## config.mk

```make
export PLATFORM = sky130hd
export DESIGN_NAME = mjd_bcd_start_time_decoder
export DESIGN_NICKNAME = d
export VERILOG_FILES = /design/src/sv/mbst_pkg.sv /design/src/sv/mbst_pipe_ctrl.sv /design/src/sv/mbst_time_path.sv /design/src/sv/mbst_date_path.sv /design/src/sv/mjd_bcd_start_time_decoder.sv
export SDC_FILE = /design/constraint.sdc
export NUM_CORES = 1
export LEC_CHECK = 0
export ABC_AREA = 1
export BUFFER_PORTS_ARGS = -buffer_cell sky130_fd_sc_hd__buf_2
export CORE_UTILIZATION = 30
export CTS_CLUSTER_SIZE = 28
export DETAILED_ROUTE_END_ITERATION = 7
export GPL_TIMING_DRIVEN = 0
export SLEW_MARGIN = 0
export SYNTH_ARGS = -nofsm -noshare
export SYNTH_HDL_FRONTEND = slang
export SYNTH_SLANG_ARGS = --single-unit
```

## constraint.sdc

```tcl
create_clock -name clock -period 8.6 [get_ports clock]
set_clock_uncertainty 0.05 [all_clocks]
set_input_delay 0.86 -clock clock [delete_from_list [all_inputs] [get_ports clock]]
set_output_delay 0.86 -clock clock [all_outputs]
set_load 0.1 [all_outputs]
```

## src/sv/mbst_pkg.sv

```systemverilog
// shared types, constants and tables for the dvb start time decoder
package mbst_pkg;

   localparam int NUM_STAGES = 8;

   // first mjd that the annex c conversion covers
   localparam logic [15:0] MJD_FIRST_VALID = 16'd15079;

   // year step: x1 = 20*mjd - 301564, yp = x1 / 7305
   localparam logic [20:0] YEAR_OFFSET  = 21'd301564;
   localparam logic [12:0] YEAR_DIVISOR = 13'd7305;
   localparam logic [19:0] YEAR_RECIP   = 20'd587948;   // floor(2^32 / 7305)
   localparam logic [10:0] DAYS_PER_4Y  = 11'd1461;
   localparam logic [16:0] MJD_BASE     = 17'd14956;

   // month step: x2 = 10000*rest - 1000, mp = x2 / 306001
   localparam logic [13:0] TENTHOUSAND   = 14'd10000;
   localparam logic [23:0] MONTH_OFFSET  = 24'd1000;
   localparam logic [18:0] MONTH_DIVISOR = 19'd306001;
   localparam logic [13:0] MONTH_RECIP   = 14'd14035;  // floor(2^32 / 306001)

   // floor(m * 30.6001) for m = 0 .. 15
   localparam logic [8:0] MONTH_DAYS_TABLE [16] = '{
      9'd0,   9'd30,  9'd61,  9'd91,  9'd122, 9'd153, 9'd183, 9'd214,
      9'd244, 9'd275, 9'd306, 9'd336, 9'd367, 9'd397, 9'd428, 9'd459
   };

   typedef struct packed {
      logic [15:0] mjd_date;
      logic [23:0] bcd_time;
   } req_type;

   typedef struct packed {
      logic [7:0] year_since_1900;
      logic [3:0] month_number;
      logic [4:0] day_of_month;
      logic [7:0] hours;
      logic [7:0] minutes;
      logic [7:0] seconds;
      logic       date_valid;
   } rsp_type;

   typedef struct packed {
      logic [NUM_STAGES-1:0] load;
   } pipe_ctrl_type;

   typedef struct packed {
      logic [7:0] year_since_1900;
      logic [3:0] month_number;
      logic [4:0] day_of_month;
      logic       date_valid;
   } date_type;

   typedef struct packed {
      logic [7:0] hours;
      logic [7:0] minutes;
      logic [7:0] seconds;
   } time_type;

endpackage

```

## src/sv/mbst_pipe_ctrl.sv

```systemverilog
// valid bits and per-stage load enables of the decoder pipeline
module mbst_pipe_ctrl (
   input  logic                   clock,
   input  logic                   reset,
   input  logic                   req_valid,
   output logic                   req_stall,
   input  logic                   rsp_stall,
   output logic                   rsp_valid,
   output mbst_pkg::pipe_ctrl_type ctrl
);

   logic [mbst_pkg::NUM_STAGES-1:0] valid_ff;
   logic [mbst_pkg::NUM_STAGES-1:0] valid_in;
   logic [mbst_pkg::NUM_STAGES:0]   ready;

   // a stage takes new data when it is empty or its contents move on
   always_comb begin
      ready[mbst_pkg::NUM_STAGES] = !rsp_stall;
      for (int k = mbst_pkg::NUM_STAGES - 1; k >= 0; k--) begin
         ready[k] = !valid_ff[k] || ready[k+1];
      end
   end

   always_comb begin
      if (ready[0]) begin
         valid_in[0] = req_valid;
      end else begin
         valid_in[0] = valid_ff[0];
      end
      for (int k = 1; k < mbst_pkg::NUM_STAGES; k++) begin
         if (ready[k]) begin
            valid_in[k] = valid_ff[k-1];
         end else begin
            valid_in[k] = valid_ff[k];
         end
      end
   end

   always_ff @(posedge clock) begin
      if (reset) begin
         valid_ff <= '0;
      end else begin
         valid_ff <= valid_in;
      end
   end

   assign ctrl.load = ready[mbst_pkg::NUM_STAGES-1:0];
   assign req_stall = !ready[0];
   assign rsp_valid = valid_ff[mbst_pkg::NUM_STAGES-1];

endmodule

```

## src/sv/mbst_time_path.sv

```systemverilog
// bcd to binary conversion of hh mm ss, carried along the pipeline
module mbst_time_path (
   input  logic                    clock,
   input  logic [23:0]             bcd_time,
   input  mbst_pkg::pipe_ctrl_type ctrl,
   output mbst_pkg::time_type      time_out
);

   mbst_pkg::time_type time_ff [mbst_pkg::NUM_STAGES];
   mbst_pkg::time_type time_in;

   function automatic logic [7:0] bcd_pair(input logic [7:0] pair);
      logic [7:0] tens;
      tens = {4'd0, pair[7:4]};
      return (tens << 3) + (tens << 1) + {4'd0, pair[3:0]};
   endfunction

   always_comb begin
      time_in.hours   = bcd_pair(bcd_time[23:16]);
      time_in.minutes = bcd_pair(bcd_time[15:8]);
      time_in.seconds = bcd_pair(bcd_time[7:0]);
   end

   always_ff @(posedge clock) begin
      if (ctrl.load[0]) begin
         time_ff[0] <= time_in;
      end
      for (int k = 1; k < mbst_pkg::NUM_STAGES; k++) begin
         if (ctrl.load[k]) begin
            time_ff[k] <= time_ff[k-1];
         end
      end
   end

   assign time_out = time_ff[mbst_pkg::NUM_STAGES-1];

endmodule

```

## src/sv/mbst_date_path.sv

```systemverilog
// mjd to year, month and day over eight stages with two reciprocal divides
module mbst_date_path (
   input  logic                    clock,
   input  logic [15:0]             mjd_date,
   input  mbst_pkg::pipe_ctrl_type ctrl,
   output mbst_pkg::date_type      date_out
);

   // stage 0: offset year numerator
   logic [19:0] x1_s0_ff, x1_s0_in;
   logic [15:0] mjd_s0_ff;
   logic        dv_s0_ff, dv_s0_in;
   // stage 1: reciprocal multiply for / 7305
   logic [7:0]  q_s1_ff, q_s1_in;
   logic [19:0] x1_s1_ff;
   logic [15:0] mjd_s1_ff;
   logic        dv_s1_ff;
   // stage 2: quotient correction
   logic [7:0]  yp_s2_ff, yp_s2_in;
   logic [15:0] mjd_s2_ff;
   logic        dv_s2_ff;
   // stage 3: days left in the year
   logic [9:0]  rest_s3_ff, rest_s3_in;
   logic [7:0]  yp_s3_ff;
   logic        dv_s3_ff;
   // stage 4: month numerator
   logic [23:0] x2_s4_ff, x2_s4_in;
   logic [9:0]  rest_s4_ff;
   logic [7:0]  yp_s4_ff;
   logic        dv_s4_ff;
   // stage 5: reciprocal multiply for / 306001
   logic [3:0]  q_s5_ff, q_s5_in;
   logic [23:0] x2_s5_ff;
   logic [9:0]  rest_s5_ff;
   logic [7:0]  yp_s5_ff;
   logic        dv_s5_ff;
   // stage 6: quotient correction
   logic [3:0]  mp_s6_ff, mp_s6_in;
   logic [9:0]  rest_s6_ff;
   logic [7:0]  yp_s6_ff;
   logic        dv_s6_ff;
   // stage 7: final fields
   mbst_pkg::date_type date_s7_ff, date_s7_in;

   logic [20:0] x1_wide;
   logic [39:0] prod_y;
   logic [20:0] qmul_y;
   logic [19:0] rem_y;
   logic [18:0] ydays_prod;
   logic [16:0] ydays;
   logic [16:0] rest_wide;
   logic [23:0] x2_prod;
   logic [37:0] prod_m;
   logic [22:0] qmul_m;
   logic [23:0] rem_m;
   logic [8:0]  mdays;
   logic [9:0]  day_wide;
   logic        wrap;

   always_comb begin
      dv_s0_in = (mjd_date >= mbst_pkg::MJD_FIRST_VALID);
      x1_wide  = ({5'd0, mjd_date} << 4) + ({5'd0, mjd_date} << 2) - mbst_pkg::YEAR_OFFSET;
      x1_s0_in = x1_wide[19:0];
   end

   always_comb begin
      prod_y  = x1_s0_ff * mbst_pkg::YEAR_RECIP;
      q_s1_in = prod_y[39:32];
   end

   // the estimate is never more than one below the true quotient
   always_comb begin
      qmul_y   = q_s1_ff * mbst_pkg::YEAR_DIVISOR;
      rem_y    = x1_s1_ff - qmul_y[19:0];
      yp_s2_in = q_s1_ff + {7'd0, (rem_y >= {7'd0, mbst_pkg::YEAR_DIVISOR})};
   end

   always_comb begin
      ydays_prod = yp_s2_ff * mbst_pkg::DAYS_PER_4Y;
      ydays      = ydays_prod[18:2];
      rest_wide  = {1'b0, mjd_s2_ff} - mbst_pkg::MJD_BASE - ydays;
      rest_s3_in = rest_wide[9:0];
   end

   always_comb begin
      x2_prod  = rest_s3_ff * mbst_pkg::TENTHOUSAND;
      x2_s4_in = x2_prod - mbst_pkg::MONTH_OFFSET;
   end

   always_comb begin
      prod_m  = x2_s4_ff * mbst_pkg::MONTH_RECIP;
      q_s5_in = prod_m[35:32];
   end

   always_comb begin
      qmul_m   = q_s5_ff * mbst_pkg::MONTH_DIVISOR;
      rem_m    = x2_s5_ff - {1'b0, qmul_m};
      mp_s6_in = q_s5_ff + {3'd0, (rem_m >= {5'd0, mbst_pkg::MONTH_DIVISOR})};
   end

   // january and february count as months 14 and 15 of the previous year
   always_comb begin
      mdays    = mbst_pkg::MONTH_DAYS_TABLE[mp_s6_ff];
      day_wide = rest_s6_ff - {1'b0, mdays};
      wrap     = (mp_s6_ff == 4'd14) || (mp_s6_ff == 4'd15);
      date_s7_in.date_valid = dv_s6_ff;
      if (dv_s6_ff) begin
         date_s7_in.year_since_1900 = yp_s6_ff + {7'd0, wrap};
         date_s7_in.month_number    = wrap ? (mp_s6_ff - 4'd13) : (mp_s6_ff - 4'd1);
         date_s7_in.day_of_month    = day_wide[4:0];
      end else begin
         date_s7_in.year_since_1900 = '0;
         date_s7_in.month_number    = '0;
         date_s7_in.day_of_month    = '0;
      end
   end

   always_ff @(posedge clock) begin
      if (ctrl.load[0]) begin
         x1_s0_ff  <= x1_s0_in;
         mjd_s0_ff <= mjd_date;
         dv_s0_ff  <= dv_s0_in;
      end
      if (ctrl.load[1]) begin
         q_s1_ff   <= q_s1_in;
         x1_s1_ff  <= x1_s0_ff;
         mjd_s1_ff <= mjd_s0_ff;
         dv_s1_ff  <= dv_s0_ff;
      end
      if (ctrl.load[2]) begin
         yp_s2_ff  <= yp_s2_in;
         mjd_s2_ff <= mjd_s1_ff;
         dv_s2_ff  <= dv_s1_ff;
      end
      if (ctrl.load[3]) begin
         rest_s3_ff <= rest_s3_in;
         yp_s3_ff   <= yp_s2_ff;
         dv_s3_ff   <= dv_s2_ff;
      end
      if (ctrl.load[4]) begin
         x2_s4_ff   <= x2_s4_in;
         rest_s4_ff <= rest_s3_ff;
         yp_s4_ff   <= yp_s3_ff;
         dv_s4_ff   <= dv_s3_ff;
      end
      if (ctrl.load[5]) begin
         q_s5_ff    <= q_s5_in;
         x2_s5_ff   <= x2_s4_ff;
         rest_s5_ff <= rest_s4_ff;
         yp_s5_ff   <= yp_s4_ff;
         dv_s5_ff   <= dv_s4_ff;
      end
      if (ctrl.load[6]) begin
         mp_s6_ff   <= mp_s6_in;
         rest_s6_ff <= rest_s5_ff;
         yp_s6_ff   <= yp_s5_ff;
         dv_s6_ff   <= dv_s5_ff;
      end
      if (ctrl.load[7]) begin
         date_s7_ff <= date_s7_in;
      end
   end

   assign date_out = date_s7_ff;

endmodule

```

## src/sv/mjd_bcd_start_time_decoder.sv

```systemverilog
// top level of the dvb event start time decoder
// Each request carries one DVB start time (16-bit MJD plus six BCD digits
// hhmmss) and yields exactly one response with year since 1900, month, day,
// the three time fields in binary and a date_valid flag that is low for MJD
// below 15079, in which case the date fields read zero. BCD digits are not
// checked. One request is taken every cycle unless a stalled response backs
// up a full pipeline; the depth comes from the two divisions by constants,
// each done as a reciprocal multiply stage followed by a correction stage. A
// stalled response holds while the stages behind it keep filling any empty slots.
module mjd_bcd_start_time_decoder (
   input  logic              clock,
   input  logic              reset,
   input  logic              req_valid,
   output logic              req_stall,
   input  mbst_pkg::req_type req_payload,
   output logic              rsp_valid,
   input  logic              rsp_stall,
   output mbst_pkg::rsp_type rsp_payload
);

   mbst_pkg::pipe_ctrl_type ctrl;
   mbst_pkg::date_type      date_out;
   mbst_pkg::time_type      time_out;

   mbst_pipe_ctrl u_pipe_ctrl (
      .clock     (clock),
      .reset     (reset),
      .req_valid (req_valid),
      .req_stall (req_stall),
      .rsp_stall (rsp_stall),
      .rsp_valid (rsp_valid),
      .ctrl      (ctrl)
   );

   mbst_date_path u_date_path (
      .clock    (clock),
      .mjd_date (req_payload.mjd_date),
      .ctrl     (ctrl),
      .date_out (date_out)
   );

   mbst_time_path u_time_path (
      .clock    (clock),
      .bcd_time (req_payload.bcd_time),
      .ctrl     (ctrl),
      .time_out (time_out)
   );

   always_comb begin
      rsp_payload.year_since_1900 = date_out.year_since_1900;
      rsp_payload.month_number    = date_out.month_number;
      rsp_payload.day_of_month    = date_out.day_of_month;
      rsp_payload.hours           = time_out.hours;
      rsp_payload.minutes         = time_out.minutes;
      rsp_payload.seconds         = time_out.seconds;
      rsp_payload.date_valid      = date_out.date_valid;
   end

endmodule

```

After elaboration in Yosys (flattened, before gate mapping)
Memories as Yosys holds them, arrays and structs flattened.
Index checks and enable logic that the tools add are counted.
{"block": "totals", "ff_bits": 232, "ram_bits": 192, "rom_bits": 144, "input_bits": 44, "output_inout_bits": 44, "word_cells": 110, "memories": 2}
{"name": "u_time_path.time_ff", "depth": 8, "word_bits": 24, "rd": 8, "rd_clocked_by_memory_dff": 0, "write_ports": 8, "line_no": "mbst_time_path.sv:9", "source": "mbst_pkg::time_type time_ff [mbst_pkg::NUM_STAGES];"}
{"name": "(name not given)", "depth": 16, "word_bits": 9, "rd": 1, "rd_clocked_by_memory_dff": 0, "write_ports": 0, "line_no": "mbst_date_path.sv:103", "source": "mdays = mbst_pkg::MONTH_DAYS_TABLE[mp_s6_ff];"}
{"block": "classes", "addsub": 19, "multipliers": 6, "order_cmp": 4, "n_eq_ne": 2, "n_mux": 19, "bitwise": 1, "n_reduce_logical": 19}
{"cell": "$mul 20x18->38 const B", "count": 1}
{"cell": "$mul 24x14->36 const B", "count": 1}
{"cell": "$add 7x5->8", "count": 3}
{"cell": "$add 8x4->8", "count": 3}
{"cell": "$ge 24x19->1 const B", "count": 1}
{"cell": "$sub 24x10->24 const B", "count": 1}
{"cell": "$sub 24x23->24", "count": 1}
{"cell": "$mul 4x19->23 const B", "count": 1}
{"cell": "$add 20x18->20", "count": 1}
{"cell": "$ge 20x13->1 const B", "count": 1}
{"cell": "$mul 10x10->20 const B", "count": 1}
{"cell": "$mul 8x13->20 const B", "count": 1}
{"cell": "$sub 20x19->20 const B", "count": 1}
{"cell": "$sub 20x20->20", "count": 1}
{"cell": "$add 8x1->8", "count": 2}
{"cell": "$ge 16x14->1 const B", "count": 1}
{"cell": "$mux 1", "count": 16}
{"cell": "$mul 8x11->12 const B", "count": 1}
{"cell": "$logic_not 1->1", "count": 10}
{"cell": "$mux 5", "count": 2}
{"cell": "$sub 10x10->10", "count": 1}
{"cell": "$sub 10x10->10 const B", "count": 1}
{"cell": "$logic_or 1x1->1", "count": 9}
{"cell": "$eq 4x4->1 const B", "count": 2}
{"cell": "7 further kinds", "count": 7}

Depth between registers and ports, before layout
Gate-level depths: netlist of run 1.
{"block": "depth", "word_depth": 11, "mapped_depth": 30, "mapped_depth_nobuf": 30}

By module
A second synthesis of run 1 with hierarchy kept.
{"block": "unflattened", "cells_unflattened": 3456, "area_unflattened_um2": 35031.1}
{"mod": "mbst_date_path", "n_inst": 1, "cells_per_inst": 3092, "area_per_inst_um2": 28008.1, "seq_area_each_um2": 6366.1}
{"mod": "mbst_time_path", "n_inst": 1, "cells_per_inst": 327, "area_per_inst_um2": 6700.2, "seq_area_each_um2": 5765.5}
{"mod": "mbst_pipe_ctrl", "n_inst": 1, "cells_per_inst": 37, "area_per_inst_um2": 322.8, "seq_area_each_um2": 160.2}

Least setup slack after synthesis of run 1
OpenSTA, ideal clock, no wires.
{"block": "synth_path", "path_kind": "input to output", "startpoint": "input port rsp_stall", "endpoint": "output port req_stall", "arrival_ns": 7.943, "t_required_ns": 7.690, "setup_slack_ns": -0.253, "stages": 14, "n_path_buf": 0, "path_cell_list": "nand2_1 nor2_1 inv_2 nor2_1 inv_1 nor2_1 inv_1 nor2_1 inv_1 nor2_2 inv_2 nor2_4 nand2_2 inv_2"}
{"element": "start, declared", "line_no": "mjd_bcd_start_time_decoder.sv:17", "source": "input logic rsp_stall,"}
{"element": "end, declared", "line_no": "mjd_bcd_start_time_decoder.sv:14", "source": "output logic req_stall,"}

==> results of run 1 <==
[flip-flops by register name, summed over array words and instances, names as in the netlist, 10 cells and up]
name and count:
u_time_path.time_ff 192, u_date_path.x2_s4_ff 20, u_date_path.x2_s5_ff 20, u_date_path.date_out 18, u_date_path.x1_s0_ff 18, u_date_path.x1_s1_ff 18
u_date_path.mjd_s0_ff 10, u_date_path.mjd_s1_ff 10, u_date_path.mjd_s2_ff 10, u_date_path.rest_s3_ff 10
[how the worst max path moves through the flow]
| stage | end | start | depth (start not counted) | slack [ps] |
|---|---|---|---|---|
| 6_report | req_stall | rsp_stall | 16 | 1810 |
| 5_1_grt | req_stall | rsp_stall | 16 | 1230 |
| 4_1_cts | req_stall | u_pipe_ctrl.valid_ff[7]$_SDFFE_PP0P_ | 15 | 840 |
| 3_5_place_dp | req_stall | rsp_stall | 16 | 950 |
| 3_3_place_gp | u_date_path.x1_s1_ff[2]$_DFFE_PP_ | rsp_stall | 14 | -2330 |
| 2_1_floorplan | req_stall | u_pipe_ctrl.valid_ff[7]$_SDFFE_PP0P_ | 14 | 250 |
[per-layer routing]
metal	up-vias	routed length, um	global-route usage, %
met3	71	1900	1.36
li1	11200	-	-
met4	0	1000	2.37
met2	227	33000	20.1
met1	10600	33000	16.7
met5	-	0	0
[per-stage QoR]
stage,instances,instance area (um2)
after detailed placement,5033,37200
after global placement,5029,37100
after floorplan,3431,34800
after global routing,5109,38500
final,5109,38500
after CTS,5105,38500
[placed cells by master (no fill, tap or decap), types with 40 or more instances in the layout]
cell type / count
xor2_1: 70
buf_2: 86
a21oi_1: 137
ha_1: 525
xnor2_1: 40
nor2_1: 154
clkbuf_16: 40
nand4_1: 40
nand3_1: 100
nand2_1: 547
fa_1: 312
edfxtp_1: 404
inv_1: 890
[logic make-up after synthesis]
| logic type | count (synthesis) | share of synthesized area [%] |
|---|---|---|
| simple gates | 911 | 11.0 |
| flops | 412 | 35.3 |
| xor+xnor | 113 | 2.91 |
| fa+ha+maj | 837 | 36.8 |
| buf+inv | 924 | 10.2 |
| compound gates | 234 | 3.77 |
[cell type report]
class | count | area, um2
diodes | 3 | 7.51
plain buffers | 26 | 188
clock buffers | 47 | 1030
repair buffers | 91 | 531
flip-flops and latches | 412 | 12300
well taps | 1512 | 1890
multi-input cells | 2095 | 19000
clock inverters | 25 | 221
inverters | 898 | 3370
fillers | 11500 | 76100
==> metrics.yaml, run 1 <==
critical_path:
  r2r_start: "u_date_path.x1_s0_ff[5]$_DFFE_PN_"
  crit_arrival_ps: 5880
  cp_slowest_cell: "nand2_2"
  path_delay_family: "buffers and inverters"
  cp_cell_sequence: "buf_2 -> nand2_2 -> nor2_1 -> inv_2 -> nor2_1 -> clkinvlp_4 -> nor2_1 -> inv_2 -> nor2_1 -> inv_2 -> nor2_2 -> inv_2 -> nor2_4 -> nand2_2 -> inv_2 -> buf_2"
  cp.required_ps: 7690
  r2r-end: "u_date_path.q_s1_ff[1]$_DFFE_PP_"
  crit_top_cell: "inv_2"
  setup.worst_path.end_class: "output pin"
  crit_type: "in -> out"
  start_kind: "input pin"
  rr_worst_depth: 18
  reg2reg_slack_ps: 2590
  cp_max_fo: 54
  path_buf_inv: 8
  slowest_delay_ps: 940
place:
  pre_cts_ws_ps: 948
  gp_routability_congestion: 0.887
  portBuffers: 86
  dp_hpwl_mm: 57.6
sta:
  setup_tns_ps: 0
  timing.final.ws_setup_ps: 1810
  worst_pin_slew_ps: 1260
  rsz0062_at_grt: "false"
  maxSlewViolCount: 0
  setup_violations: 0
  relSlewSlack_pct: 15.8
  fin_crit_sh_pct: 78.9
  hold_viol: 0
  clock.fmax_mhz: 147
  fin_crit_ps: 6790
  hold_ws_ps: 355
drt:
  ant_nets: 0
  wirelength_mm: 68.8
  viasPerCell: 4.31
  vias: 22000
  wire_per_inst_um: 13.5
  drt_iter0_markers: 907
  drc_errors: 1
  drtPass1Iterations: 7
floorplan:
  die_y_um: 343
  rows: 124
  ios: 88
  die-area_mm2: 0.117
  core_mm2: 0.115
  die_w_um: 343
  start_util_pct: 30.4
min_path:
  worstHoldPathCells: 0
  hold-path-endpoint: "u_time_path.time_ff[1][92]$_DFFE_PP_"
  hp-start: "u_time_path.time_ff[1][68]$_DFFE_PP_"
  hold_path_class: "reg -> reg"
cells_and_area:
  area.growth.synth_to_final_pct: 10.6
  fin_util_pct: 33.6
  drive_gt1_share_pct: 5.70
  layout.nets: 4444
clock_network:
  post-cts-setup-buffer-count: 0
  htree_levels: 2
  cts_hold_buf: 0
  clockBufferDepth: 3
  cts-root-buf: "clkbuf_16"
  cts.clk_slew.worst_paths_ps: 60
  tritoncts: "built"
  cts_resized: 0
  numCtsBuffers: 39
  clk_latency_ps: 570
  clock_sinks: 412
synth:
  synth.distinct_cells: 41
  netlist_area_mm2: 0.0348
  synthCells: 3431
  ys_ff_latch: 412
  avgSynthCellArea_um2: 10.1
  synth_ff_type: "edfxtp_1"
  syn_nets: 4312
  yosysMostFrequentCell: "inv_1"
  synth_top_cell_area_share_pct: 34.8
  synth_area_leader_cell: "edfxtp_1"
  ys_async_sr_fraction_pct: 0
  synthTopCellsByArea: "edfxtp_1 (35%), ha_1 (19%), fa_1 (18%), inv_1 (9.6%), nand2_1 (5.9%)"
  synth_edf_count: 404
  synth_top_cells_by_count: "inv_1 (894), nand2_1 (548), ha_1 (525), edfxtp_1 (404), fa_1 (312)"
  yosysWarnings: 0
  ys_seq_area_share_pct: 35.3
global_route:
  globalRouteOverflowTotal: 0
  grt_pass1_vias: 21900
  antenna_found_initial: 3
  grt_usage_pct: 12.0
  grt_pass1_wl_mm: 113
  grt_max_degree: 65
status:
  status: "finished, violations left"
  failed_checks: "DRC"
job:
  maxCapViolCount: 0
Power of run 1 is left out: the tool's default activity adds up to more than one toggle a clock period on the data nets, which glitch-free logic cannot reach.
==> inputs of run 2 (changes only) <==
--- a/config.mk
+++ b/config.mk
@@ -5,7 +5,7 @@
 export SDC_FILE = /design/constraint.sdc
 export NUM_CORES = 1
 export LEC_CHECK = 0
-export ABC_AREA = 1
+export ABC_AREA = 0
 export BUFFER_PORTS_ARGS = -buffer_cell sky130_fd_sc_hd__buf_2
 export CORE_UTILIZATION = 30
 export CTS_CLUSTER_SIZE = 28
==> constraint.sdc (replaced) <==
create_clock -name clock -period 6 [get_ports clock]
set_clock_uncertainty 0.05 [all_clocks]
set_input_delay 0.6 -clock clock [delete_from_list [all_inputs] [get_ports clock]]
set_output_delay 0.6 -clock clock [all_outputs]
set_load 0.1 [all_outputs]
==> run 2 against run 1 <==
  * The run ends with setup timing left
  * Critical path depth up 3
  * Wire length down 13%
  * Worst hold slack worse by 210 ps
  * Synthesized cell count down 23%
  * First-iteration DRC count down 23%
  * Via count down 16%
  * Critical endpoint is now u_date_path.q_s1_ff[7]$_DFFE_PP_
==> metrics.yaml, run 2 <==
synth:
  netlist_area_mm2: 0.0322  # -7.4%
  synth_top_cells_by_count: "inv_1 (669), ha_1 (525), edfxtp_1 (404), fa_1 (312), xnor2_1 (102)"
  synth_ff_type: "edfxtp_1"
  yosysWarnings: 0  # unchanged
  synth_area_leader_cell: "edfxtp_1"
  ys_ff_latch: 412  # unchanged
  ys_async_sr_fraction_pct: 0  # unchanged
  synth.distinct_cells: 69  # +68%
  synth_edf_count: 404  # unchanged
  yosysMostFrequentCell: "inv_1"
  synthCells: 2627  # -23%
  syn_nets: 3508  # -19%
  avgSynthCellArea_um2: 12.3  # +21%
  synthTopCellsByArea: "edfxtp_1 (38%), ha_1 (20%), fa_1 (19%), inv_1 (7.8%), xnor2_1 (2.8%)"
  ys_seq_area_share_pct: 38.1  # +2.8 points
  synth_top_cell_area_share_pct: 37.6  # +2.8 points
critical_path:
  crit_top_cell: "fa_1"
  cp_max_fo: 3  # -94%
  path_delay_family: "adder cells"
  cp_cell_sequence: "buf_6 -> fa_1 -> inv_2 -> fa_2 -> fa_1 -> inv_1 -> fa_1 -> fa_1 -> fa_1 -> ha_4 -> nand4_1 -> nor3_1 -> o2111ai_1 -> o221ai_2 -> or4_4 -> a311o_1 -> a21o_1 -> a21oi_2 -> xnor2_1"
  setup.worst_path.end_class: "flip-flop"
  crit_type: "reg -> reg"
  reg2reg_slack_ps: -70  # -2660 ps
  crit_arrival_ps: 6350  # +470 ps
  path_buf_inv: 3  # -5
  cp_slowest_cell: "fa_1"
  start_kind: "flip-flop"
  r2r_start: "u_date_path.x1_s0_ff[10]$_DFFE_PN_"
  cp.required_ps: 6280  # -1410 ps
  slowest_delay_ps: 560  # -380 ps
  rr_worst_depth: 19  # +1
  r2r-end: "u_date_path.q_s1_ff[7]$_DFFE_PP_"
min_path:
  hold_path_class: "in -> reg"
  hold-path-endpoint: "u_time_path.time_ff[0][0]$_DFFE_PN_"
  hp-start: "req_payload[0]"
  worstHoldPathCells: 1  # +1
drt:
  drc_errors: 0  # -1
  vias: 18500  # -16%
  ant_nets: 0  # unchanged
  wire_per_inst_um: 14.0  # +4.1%
  viasPerCell: 4.32  # +0.18%
  drtPass1Iterations: 5  # -2
  drt_iter0_markers: 694  # -23%
  wirelength_mm: 60.0  # -13%
cells_and_area:
  insertedDiodeCount: 0  # -3
  fill_cells: 10300  # -10%
  final_cell_mix: "inv_1 (656), ha_1 (512), edfxtp_1 (404)"
  layout_commonest_cell: "inv_1"
  largest_register_ffs: 192  # unchanged
  final_cells: 4279  # -16%
  final_area_mm2: 0.0371  # -3.7%
  top_register: "u_time_path.time_ff"
  fin_util_pct: 35.0  # +1.4 points
  area.growth.synth_to_final_pct: 15.0
  drive_gt1_share_pct: 11.8  # +6.1 points
  top_regs: "u_time_path.time_ff x192, u_date_path.x2_s4_ff x20, u_date_path.x2_s5_ff x20"
  layout.nets: 3734  # -16%
global_route:
  grt_usage_pct: 11.4  # -0.61 points
  antenna_found_initial: 1  # -2
  grt_max_degree: 63  # -3.1%
  globalRouteOverflowTotal: 0  # unchanged
  grt_pass1_wl_mm: 98.0  # -13%
  grt_pass1_vias: 19100  # -13%
clock_network:
  cts.clk_slew.worst_paths_ps: 60  # about the same
  clk_latency_ps: 600  # +30 ps
  clockBufferDepth: 3  # unchanged
  tritoncts: "built"
  numCtsBuffers: 43  # +10%
  clock_sinks: 412  # unchanged
  cts_hold_buf: 0  # unchanged
  htree_levels: 2  # unchanged
  cts-root-buf: "clkbuf_16"
sta:
  setup_violations: 2  # +2
  maxSlewViolCount: 0  # unchanged
  clock.fmax_mhz: 165
  fin_crit_sh_pct: 101
  hold_viol: 0  # unchanged
  rsz0062_at_grt: "true"
  fin_crit_ps: 6070
  relSlewSlack_pct: 39.8  # +24 points
  worst_pin_slew_ps: 902  # -357 ps
  hold_ws_ps: 148  # -208 ps
  timing.final.ws_setup_ps: -67.1  # -1880 ps
floorplan:
  core_mm2: 0.106  # -7.7%
  start_util_pct: 30.4  # +0.079 points
  die-area_mm2: 0.109  # -7.4%
  rows: 119  # -4.0%
  ios: 88  # unchanged
  die_w_um: 330  # -3.8%
  die_y_um: 330  # -3.8%
status:
  status: "finished, violations left"
  failed_checks: "setup timing"
place:
  portBuffers: 86  # unchanged
  dp_hpwl_mm: 48.1  # -17%
  gp_routability_congestion: 0.806  # -9.1%
  dp_cells: 4110  # -18%
  dpl_cell_area_mm2: 0.0346  # -7.2%
job:
  maxCapViolCount: 0  # unchanged
[run 2: cell types whose count changed after synthesis, sizes merged, moves of 16 or more]
cell / change
nand2: -505
inv: -229
nor2: -96
nand3: -79
xnor2: +61
a21oi: -55
xor2: -30
nand4: -28
a21o: +19
and2: +16
[run 2: what timing repair did]
item	4_1_cts	5_1_grt
buffers inserted	43	47
pin swaps	33	26
setup endpoints to repair	17	14
resized for setup	21	32
[run 2: stage by stage]
step	setup TNS, ps	worst slack [ps]
floorplan	0	19.6
global placement	-7360	-1000
detailed placement	-6780	-1010
CTS	-174	-110
global route	-649	-265
finish	-84.0	-67.1
[run 2: per-layer routing]
metal,vias to the layer above,global-route usage (%),part of all wire [%]
met5,-,0,0
li1,9146,-,-
met3,94,1.54,2.6
met1,9047,15.4,47
met4,0,3.12,2.5
met2,190,19.0,48
[run 2: how the worst max path moves through the flow]
| stage | depth (start not counted) | to | startpoint |
|---|---|---|---|
| finish | 19 | u_date_path.q_s1_ff[7]$_DFFE_PP_ | u_date_path.x1_s0_ff[10]$_DFFE_PN_ |
| global route | 19 | u_date_path.q_s1_ff[7]$_DFFE_PP_ | u_date_path.x1_s0_ff[10]$_DFFE_PN_ |
| CTS | 19 | u_date_path.q_s1_ff[7]$_DFFE_PP_ | u_date_path.x1_s0_ff[10]$_DFFE_PN_ |
| detailed placement | 18 | u_date_path.q_s1_ff[7]$_DFFE_PP_ | u_date_path.x1_s0_ff[11]$_DFFE_PN_ |
| global placement | 18 | u_date_path.q_s1_ff[7]$_DFFE_PP_ | u_date_path.x1_s0_ff[11]$_DFFE_PN_ |
| floorplan | 18 | u_date_path.q_s1_ff[7]$_DFFE_PP_ | u_date_path.x1_s0_ff[9]$_DFFE_PN_ |
[run 2: cell families after synthesis]
kind of cell / Yosys count / synth area share [%]
xor gates and xnor gates: 144 / 3.91
DFF: 412 / 38.1
and+or+nand+nor: 274 / 4.37
muxes: 3 / 0.132
buffers and inverters: 698 / 8.42
AOI/OAI and AO/OA: 259 / 5.28
adders and majority gates: 837 / 39.8
[run 2: final cells by class]
class                      instances  area, um2  area share, %
clock buffer                      51       1110           2.98
inverter                         669       2520           6.79
multi-input combinational       1517      17500           47.3
clock inverter                    29        444           1.20
tap                             1391       1740           4.70
timing repair buffer             181       1250           3.37
sequential                       412      12300           33.2
buffer                            29        203          0.547
Power of run 2 is left out for the same reason.
